$ cat config.mk
export PLATFORM = sky130hd
export DESIGN_NAME = per_group_standard_deviation_flat
export DESIGN_NICKNAME = d
export VERILOG_FILES = /design/src/design/pgsd_pkg.sv /design/src/design/pgsd_stream_if.sv /design/src/design/pgsd_isqrt.sv /design/src/design/per_group_standard_deviation.sv /design/src/flat_wrapper.sv
export SDC_FILE = /design/constraint.sdc
export NUM_CORES = 2
export LEC_CHECK = 0
export ABC_AREA = 0
export BUFFER_PORTS_ARGS = -buffer_cell sky130_fd_sc_hd__buf_2
export CAP_MARGIN = 0
export CORE_MARGIN = 2
export CORE_UTILIZATION = 55
export DETAILED_ROUTE_END_ITERATION = 12
export PLACE_DENSITY = 0.73
export SLEW_MARGIN = 0
export SYNTH_ARGS = -nofsm -noshare
export SYNTH_HDL_FRONTEND = slang
export SYNTH_HIERARCHICAL = 1
export SYNTH_SLANG_ARGS = --single-unit
export TNS_END_PERCENT = 30
$ cat constraint.sdc
create_clock -name clk -period 7.3 [get_ports clk]
set_clock_uncertainty 0.05 [all_clocks]
set_input_delay 1.095 -clock clk [delete_from_list [all_inputs] [get_ports clk]]
set_output_delay 1.095 -clock clk [all_outputs]
set_load 0.05 [all_outputs]
$ cat src/design/pgsd_pkg.sv
package pgsd_pkg;

	// field widths of the stream words
	localparam int RegionPtW   = 10;
	localparam int EtaIndexW   = 5;
	localparam int GroupIndexW = 5;
	localparam int SigmaW      = 15;

	// accumulator widths
	localparam int SumW = 15;
	localparam int SqW  = 26;

	typedef struct packed {
		logic [RegionPtW-1:0] region_pt;
		logic [EtaIndexW-1:0] eta_index;
		logic                 event_end;
	} in_word_t;

	typedef struct packed {
		logic [GroupIndexW-1:0] group_index;
		logic [SigmaW-1:0]      sigma_q4;
		logic                   last_group;
	} out_word_t;

	// one accumulator entry
	typedef struct packed {
		logic [SumW-1:0] sum;
		logic [SqW-1:0]  sum_sq;
	} acc_entry_t;

endpackage

$ cat src/design/pgsd_stream_if.sv
interface pgsd_stream_if #(
	parameter type word_t = logic
);
	logic  valid;
	logic  ready;
	word_t data;

	modport source (output valid, output data, input ready);
	modport sink (input valid, input data, output ready);
endinterface

$ cat src/design/pgsd_isqrt.sv
module pgsd_isqrt #(
	parameter int XW = 41,
	parameter int RW = 21
) (
	input  logic          clk,
	input  logic          arst_n,
	input  logic          start,
	input  logic [XW-1:0] operand,
	output logic          busy,
	output logic [RW-1:0] root
);
	localparam int CntW = $clog2(RW + 1);

	logic [2*RW-1:0] x_q;
	logic [RW:0]     rem_q;
	logic [RW-1:0]   root_q;
	logic [CntW-1:0] cnt_q;
	logic            busy_q;

	logic [RW+2:0] rem_sh;
	logic [RW+2:0] trial;
	logic [RW+2:0] diff;
	logic          fits;

	// one root bit per cycle, two operand bits shifted in
	always_comb begin
		rem_sh = {rem_q, x_q[2*RW-1 -: 2]};
		trial  = {1'b0, root_q, 2'b01};
		diff   = rem_sh - trial;
		fits   = (rem_sh >= trial);
	end

	always_ff @(posedge clk or negedge arst_n) begin
		if (!arst_n) begin
			busy_q <= 1'b0;
			cnt_q  <= '0;
		end else if (start) begin
			busy_q <= 1'b1;
			cnt_q  <= '0;
		end else if (busy_q) begin
			cnt_q <= cnt_q + CntW'(1);
			if (cnt_q == CntW'(RW - 1)) begin
				busy_q <= 1'b0;
			end
		end
	end

	always_ff @(posedge clk) begin
		if (start) begin
			x_q    <= (2*RW)'(operand);
			rem_q  <= '0;
			root_q <= '0;
		end else if (busy_q) begin
			x_q    <= x_q << 2;
			rem_q  <= fits ? (RW+1)'(diff) : (RW+1)'(rem_sh);
			root_q <= {root_q[RW-2:0], fits};
		end
	end

	assign busy = busy_q;
	assign root = root_q;

endmodule

$ cat src/design/per_group_standard_deviation.sv
// per-group standard deviation over eta rings, sigma in q.4
// each word: memory read, then saturating add and write back
// an end-of-event word starts the emit, paced by the bit-serial square root,
// one result word per group
// reset (arst_n, async) clears all sums via per-entry valid bits, no sweep needed
module per_group_standard_deviation #(
	parameter int GROUPS    = 22,
	parameter int RING_SIZE = 18,
	parameter int PT_BITS   = 10
) (
	input  logic                  clk,
	input  logic                  arst_n,
	pgsd_stream_if.sink           in_stream,
	pgsd_stream_if.source         out_stream
);
	import pgsd_pkg::*;

	// group address and range compare widths (eta_index up to 31, GROUPS up to 64)
	localparam int GrpW = (GROUPS > 1) ? $clog2(GROUPS) : 1;
	localparam int CmpW = 7;

	// only the low PT_BITS of region_pt count
	localparam int PtW = (PT_BITS < RegionPtW) ? PT_BITS : RegionPtW;
	localparam logic [RegionPtW-1:0] PtMask = RegionPtW'((32'd1 << PtW) - 1);
	localparam int PtSqW = 2 * RegionPtW;

	// variance numerator: ring*S2 - S*S
	localparam int AW = SqW + $clog2(RING_SIZE);
	localparam int BW = 2 * SumW;
	localparam int DW = (AW > BW) ? AW : BW;
	localparam int XW = DW + 8;
	localparam int RootW = (XW + 1) / 2;

	// floor(root / ring) by reciprocal, exact for every root below 2^RootW
	localparam int RingW = $clog2(RING_SIZE + 1);
	localparam int RecK = RootW + RingW;
	localparam int RecW = RecK + 1;
	localparam logic [RecW-1:0] RecM =
		RecW'(((64'd1 << RecK) + 64'(RING_SIZE) - 64'd1) / 64'(RING_SIZE));
	localparam int ProdW = RootW + RecW;
	localparam logic [RootW-1:0] SigmaMax = RootW'((32'd1 << SigmaW) - 1);

	typedef enum logic [3:0] {
		ST_IDLE,  // take a word, memory read in flight
		ST_RMW,   // read data back, saturating add, write back
		ST_RD,    // emit: read group entry
		ST_MUL,   // emit: ring*S2 and S*S
		ST_SUB,   // emit: clamp difference, launch square root
		ST_SQRT,  // emit: wait for the root
		ST_DIV,   // emit: multiply by reciprocal of ring size
		ST_SAT,   // emit: saturate into the output register
		ST_OUT    // emit: hold result word until taken
	} state_t;

	state_t state_q;

	// accumulator memory, one entry per group
	acc_entry_t mem_q [GROUPS];
	acc_entry_t rdata_q;
	acc_entry_t wdata;
	logic [GrpW-1:0] rd_addr;
	logic            mem_we;

	// entries not valid read as zero (reset and after each emit)
	logic [GROUPS-1:0] vld_q;

	// captured input word
	logic [RegionPtW-1:0] pt_q;
	logic [PtSqW-1:0]     ptsq_q;
	logic [GrpW-1:0]      addr_q;
	logic                 hit_q;
	logic                 end_q;

	// emit datapath
	logic [GrpW-1:0]  gcnt_q;
	logic [AW-1:0]    a_q;
	logic [BW-1:0]    b_q;
	logic [ProdW-1:0] prod_q;

	logic [RegionPtW-1:0] pt_in;
	logic                 hit_in;
	logic                 in_acc;
	logic                 out_acc;
	logic                 last_grp;

	logic [SumW-1:0]  cur_sum;
	logic [SqW-1:0]   cur_sq;
	logic [SumW:0]    sum_new;
	logic [SqW:0]     sq_new;
	logic [DW-1:0]    diff;
	logic [XW-1:0]    sq_operand;
	logic             sqrt_start;
	logic             sqrt_busy;
	logic [RootW-1:0] sqrt_root;
	logic [RootW-1:0] quot;

	out_word_t out_word_q;
	logic      out_valid_q;

	assign in_acc  = in_stream.valid && in_stream.ready;
	assign out_acc = out_valid_q && out_stream.ready;
	assign in_stream.ready  = (state_q == ST_IDLE);
	assign out_stream.valid = out_valid_q;
	assign out_stream.data  = out_word_q;

	assign pt_in  = in_stream.data.region_pt & PtMask;
	assign hit_in = (CmpW'(in_stream.data.eta_index) < CmpW'(GROUPS));

	assign last_grp = (gcnt_q == GrpW'(GROUPS - 1));

	// read port follows the input word while idle, the group counter otherwise
	assign rd_addr = (state_q == ST_IDLE) ? GrpW'(in_stream.data.eta_index) : gcnt_q;

	// entry as seen after clearing
	always_comb begin
		if (state_q == ST_RMW) begin
			cur_sum = vld_q[addr_q] ? rdata_q.sum : '0;
			cur_sq  = vld_q[addr_q] ? rdata_q.sum_sq : '0;
		end else begin
			cur_sum = vld_q[gcnt_q] ? rdata_q.sum : '0;
			cur_sq  = vld_q[gcnt_q] ? rdata_q.sum_sq : '0;
		end
	end

	// saturating accumulate
	always_comb begin
		sum_new = (SumW+1)'(cur_sum) + (SumW+1)'(pt_q);
		sq_new  = (SqW+1)'(cur_sq) + (SqW+1)'(ptsq_q);
		wdata.sum    = sum_new[SumW] ? '1 : sum_new[SumW-1:0];
		wdata.sum_sq = sq_new[SqW] ? '1 : sq_new[SqW-1:0];
		mem_we = (state_q == ST_RMW) && hit_q;
	end

	// negative variance (from saturated sums or more than RING_SIZE regions in a ring) clamps to zero
	assign diff       = (DW'(a_q) > DW'(b_q)) ? (DW'(a_q) - DW'(b_q)) : '0;
	assign sq_operand = {diff, 8'h00};
	assign sqrt_start = (state_q == ST_SUB);
	assign quot       = prod_q[RecK +: RootW];

	always_ff @(posedge clk) begin
		if (mem_we) begin
			mem_q[addr_q] <= wdata;
		end
		rdata_q <= mem_q[rd_addr];
	end

	pgsd_isqrt #(
		.XW (XW),
		.RW (RootW)
	) u_isqrt (
		.clk     (clk),
		.arst_n  (arst_n),
		.start   (sqrt_start),
		.operand (sq_operand),
		.busy    (sqrt_busy),
		.root    (sqrt_root)
	);

	// datapath registers, no reset
	always_ff @(posedge clk) begin
		if (in_acc) begin
			pt_q   <= pt_in;
			ptsq_q <= PtSqW'(pt_in) * PtSqW'(pt_in);
			addr_q <= GrpW'(in_stream.data.eta_index);
			hit_q  <= hit_in;
			end_q  <= in_stream.data.event_end;
		end
		if (state_q == ST_MUL) begin
			a_q <= AW'(cur_sq) * AW'(RING_SIZE);
			b_q <= BW'(cur_sum) * BW'(cur_sum);
		end
		if (state_q == ST_DIV) begin
			prod_q <= ProdW'(sqrt_root) * ProdW'(RecM);
		end
		if (state_q == ST_SAT) begin
			out_word_q.group_index <= GroupIndexW'(gcnt_q);
			out_word_q.sigma_q4    <= (quot > SigmaMax) ? SigmaW'(SigmaMax) : SigmaW'(quot);
			out_word_q.last_group  <= last_grp;
		end
	end

	// sequencer
	always_ff @(posedge clk or negedge arst_n) begin
		if (!arst_n) begin
			state_q     <= ST_IDLE;
			vld_q       <= '0;
			gcnt_q      <= '0;
			out_valid_q <= 1'b0;
		end else begin
			unique case (state_q)
				ST_IDLE: begin
					if (in_acc) begin
						state_q <= ST_RMW;
					end
				end
				ST_RMW: begin
					if (hit_q) begin
						vld_q[addr_q] <= 1'b1;
					end
					gcnt_q  <= '0;
					state_q <= end_q ? ST_RD : ST_IDLE;
				end
				ST_RD: begin
					state_q <= ST_MUL;
				end
				ST_MUL: begin
					// entry is consumed: clear it for the next event
					vld_q[gcnt_q] <= 1'b0;
					state_q       <= ST_SUB;
				end
				ST_SUB: begin
					state_q <= ST_SQRT;
				end
				ST_SQRT: begin
					if (!sqrt_busy) begin
						state_q <= ST_DIV;
					end
				end
				ST_DIV: begin
					state_q <= ST_SAT;
				end
				ST_SAT: begin
					out_valid_q <= 1'b1;
					state_q     <= ST_OUT;
				end
				ST_OUT: begin
					if (out_acc) begin
						out_valid_q <= 1'b0;
						if (last_grp) begin
							state_q <= ST_IDLE;
						end else begin
							gcnt_q  <= gcnt_q + GrpW'(1);
							state_q <= ST_RD;
						end
					end
				end
				default: begin
					state_q <= ST_IDLE;
				end
			endcase
		end
	end

endmodule

$ cat src/flat_wrapper.sv
// flat-port wrapper written by rule: the top's interface ports become plain ports
module per_group_standard_deviation_flat import pgsd_pkg::*;
#(
	parameter int GROUPS    = 22,
	parameter int RING_SIZE = 18,
	parameter int PT_BITS   = 10
)
  (clk, arst_n, in_stream_valid, in_stream_data, in_stream_ready, out_stream_valid, out_stream_data, out_stream_ready);
  pgsd_stream_if #(.word_t(in_word_t)) in_stream_i ();
  pgsd_stream_if #(.word_t(out_word_t)) out_stream_i ();
  input  logic clk;
  input  logic arst_n;
  input wire logic [$bits(in_stream_i.valid)-1:0] in_stream_valid;
  input wire logic [$bits(in_stream_i.data)-1:0] in_stream_data;
  output wire logic [$bits(in_stream_i.ready)-1:0] in_stream_ready;
  output wire logic [$bits(out_stream_i.valid)-1:0] out_stream_valid;
  output wire logic [$bits(out_stream_i.data)-1:0] out_stream_data;
  input wire logic [$bits(out_stream_i.ready)-1:0] out_stream_ready;
  assign in_stream_i.valid = in_stream_valid;
  assign in_stream_i.data = in_stream_data;
  assign in_stream_ready = in_stream_i.ready;
  assign out_stream_valid = out_stream_i.valid;
  assign out_stream_data = out_stream_i.data;
  assign out_stream_i.ready = out_stream_ready;
  per_group_standard_deviation #(.GROUPS(GROUPS), .RING_SIZE(RING_SIZE), .PT_BITS(PT_BITS)) u_core (.clk(clk), .arst_n(arst_n), .in_stream(in_stream_i), .out_stream(out_stream_i));
endmodule
==> impl_metrics.tcl <==
set metrics [dict create \
    status "complete, but fails checks" \
    via_per_inst 5.98 \
    syn2layout_area_growth_pct 11.6 \
    synth-async-reset-ratio 0.0319 \
    nets 5642 \
    cts.reportedPaths.clkPinSlew_ns 0.06 \
    root_buffer "clkbuf_16" \
    die_w_um 346 \
    netlist_area_um2 64400 \
    crit_path_frequent_cell "fa_1" \
    crit_fanout 6 \
    portBuffers 42 \
    tritoncts "done" \
    cts_inserted_buffers 118 \
    tightest_slew_ns 1.23 \
    drt-pass1-iter-count 6 \
    dr_total_vias 39300 \
    avgSynthCellArea_um2 13.6 \
    path_class "flop to flop" \
    ys_ff_latch 1193 \
    hp-class "flop to flop" \
    grt_start_max_net_pins 124 \
    endpoint_kind "flop" \
    hpwl_mm 96.1 \
    setup_violations 3 \
    fmax_mhz 132 \
    ys_types 86 \
    drt-initial-drc-count 4186 \
    critPathTopFamily "adder cells" \
    place_ws_ns -0.466 \
    cp_num_buf_inv 10 \
    crit_slowest_cell "fa_1" \
    core_um2 116000 \
    pin_count 43 \
    slew-limit-headroom 0.176 \
    setup_slack_ns -0.276 \
    layout-drive-gt1-share 0.164 \
    holdBufCountCts 0 \
    slew_violations 0 \
    fin_tns_setup_ns -0.795 \
    first_global_vias 39600 \
    maxCapViolCount 0 \
    critPathLaunchType "flop" \
    ys_warn_count 6 \
    layout_common_cells "1072 x edfxtp_1, 451 x inv_1, 448 x nand2_1" \
    clk_path_buf_depth 3 \
    hold_viol 0 \
    grt_usage 0.253 \
    h-tree-depth 3 \
    synth_ff_type "edfxtp_1" \
    synth_edf_count 1072 \
    gp_congestion 0.891 \
    crit_arrival_ns 7.97 \
    rows 125 \
    violations "setup timing" \
    crit_required_ns 7.69 \
    layout_commonest_cell "edfxtp_1" \
    antenna_found_initial 2 \
    initial_core_util 0.555 \
    max_stage_delay_ns 0.55 \
    overflow 0 \
    drc_errors 0 \
    ant_nets 0 \
    grt_pass1_wl_mm 233 \
    rsz0062_at_grt "true" \
    clk_latency_ns 0.74 \
    syn_inst 4743 \
    ys_seq_area_frac 0.540 \
    avgRoutedWirePerCell_um 22.9 \
    fin_crit_sh 1.04 \
    dieArea_um2 120000 \
    min_period_ns 7.58 \
    wl_mm 150 \
    clkSinkCount 1193 \
    dieHeight_um 346 \
]
==> worst register-to-register path, delay by kind of cell (launching register included) <==
| kind | cells | cell delay, ns |
|---|---|---|
| compound gates | 7 | 1.46 |
| flops | 1 | 0.42 |
| simple gates | 6 | 1.06 |
| buf+inv | 10 | 0.95 |
| xor+xnor | 1 | 0.12 |
| fa+ha+maj | 7 | 3.24 |
==> cell type report <==
| type | instances | area, µm² |
|---|---|---|
| fillers | 8582 | 44300 |
| flip-flops and latches | 1193 | 34800 |
| multi-input cells | 2916 | 27800 |
| clock buffers | 171 | 3320 |
| well taps | 1524 | 1910 |
| repair buffers | 245 | 1900 |
| inverters | 456 | 1710 |
| clock inverters | 53 | 487 |
| diodes | 1 | 2.50 |
==> worst paths after layout <==
check	startpoint	endpoint	slack, ns	depth (start not counted)
max in group asynchronous	arst_n	u_core/gcnt_q[3]$_DFFE_PN0P_	6.05	1
worst min-delay path	u_core/u_isqrt/rem_q[19]$_SDFFE_PP0P_	u_core/u_isqrt/rem_q[19]$_SDFFE_PP0P_	0.41	2
worst max-delay path	u_core/gcnt_q[4]$_DFFE_PN0P_	u_core/b_q[24]$_DFFE_PP_	-0.28	31
worst max register to register	u_core/gcnt_q[4]$_DFFE_PN0P_	u_core/b_q[24]$_DFFE_PP_	-0.28	31
min in group asynchronous	arst_n	u_core/out_stream.valid$_DFFE_PN0P_	0.48	1
worst min register to register	u_core/u_isqrt/rem_q[19]$_SDFFE_PP0P_	u_core/u_isqrt/rem_q[19]$_SDFFE_PP0P_	0.41	2
==> per-stage QoR <==
stage	hold slack (ns)	util	instances	instance area, µm²
after floorplan	0.379	-	4750	64500
after global placement	0.395	0.582	6317	67600
after detailed placement	0.399	0.582	6317	67600
after CTS	0.413	0.617	6553	71700
after global routing	0.428	0.619	6558	71900
final	0.414	0.619	6559	71900
==> synthesized netlist by cell type, types with 11 or more instances <==
| master | n | share of area |
|---|---|---|
| nor2b_1 | 21 | 0.0020 |
| edfxtp_1 | 1072 | 0.50 |
| nand4_1 | 19 | 0.0018 |
| buf_2 | 47 | 0.0037 |
| o211ai_1 | 14 | 0.0016 |
| mux2_2 | 43 | 0.0075 |
| xnor2_1 | 98 | 0.013 |
| mux2i_1 | 57 | 0.0089 |
| o21bai_1 | 25 | 0.0029 |
| and2_1 | 82 | 0.0080 |
| nor3_1 | 45 | 0.0035 |
| nand3_1 | 169 | 0.013 |
| a21oi_1 | 217 | 0.017 |
| dfrtp_1 | 38 | 0.015 |
| o31ai_1 | 15 | 0.0017 |
| or2_2 | 22 | 0.0021 |
| a21o_1 | 66 | 0.0077 |
| and3_1 | 56 | 0.0054 |
| inv_1 | 456 | 0.027 |
| a211oi_1 | 22 | 0.0026 |
| nor2_1 | 164 | 0.0096 |
| fa_1 | 276 | 0.086 |
| mux4_2 | 207 | 0.072 |
| xor2_1 | 58 | 0.0079 |
| o22a_1 | 15 | 0.0020 |
| buf_1 | 19 | 0.0011 |
| o21a_1 | 27 | 0.0031 |
| nand2b_1 | 34 | 0.0033 |
| o21ai_0 | 137 | 0.011 |
| nor4_1 | 13 | 0.0013 |
| a31oi_1 | 11 | 0.0011 |
| ha_1 | 416 | 0.081 |
| dfxtp_1 | 83 | 0.026 |
| nand2_1 | 450 | 0.026 |
| clkbuf_1 | 108 | 0.0063 |
==> repair_timing <==
item / in CTS / in global routing
gates resized for setup: 38 / 54
pin swaps: 36 / 33
setup buffers: 11 / 6
endpoints found under the setup margin: 12 / 14
gates cloned: 1 / 1
==> registers in the layout (all words and copies together), names as in the netlist <==
| name | count |
|---|---|
| u_core/u_isqrt/busy | 1 |
| u_core/ptsq_q | 18 |
| u_core/prod_q | 16 |
| u_core/u_isqrt/cnt_q | 5 |
| u_core/a_q | 30 |
| u_core/vld_q | 22 |
| u_core/pt_q | 10 |
| u_core/gcnt_q | 5 |
| u_core/u_isqrt/root | 20 |
| u_core/end_q | 1 |
| u_core/addr_q | 5 |
| u_core/b_q | 29 |
| u_core/mem_q | 902 |
| u_core/u_isqrt/rem_q | 21 |
| u_core/rdata_q | 41 |
| u_core/u_isqrt/x_q | 40 |
| u_core/hit_q | 1 |
| u_core/state_q | 4 |
| u_core/out_stream.valid | 1 |
| u_core/out_stream.data | 21 |
==> cell families after synthesis <==
group	synth area share
AND/OR/NAND/NOR	0.0831
AO/OA/AOI/OAI	0.0611
XOR/XNOR	0.0212
adder cells (fa/ha/maj)	0.167
multiplexers	0.0887
other	0.0000582
buffers and inverters	0.0392
flip-flops	0.540
==> routing by layer <==
layer	vias to the layer above	global-route usage	routed length, µm
met5	-	0	0
met4	0	0.0834	5000
met3	300	0.0370	12200
met2	1628	0.410	71600
met1	19700	0.355	61300
li1	17600	-	-
Power is not shown: default switching activity piles up to over one toggle a cycle in this logic, so the estimate is an artifact.
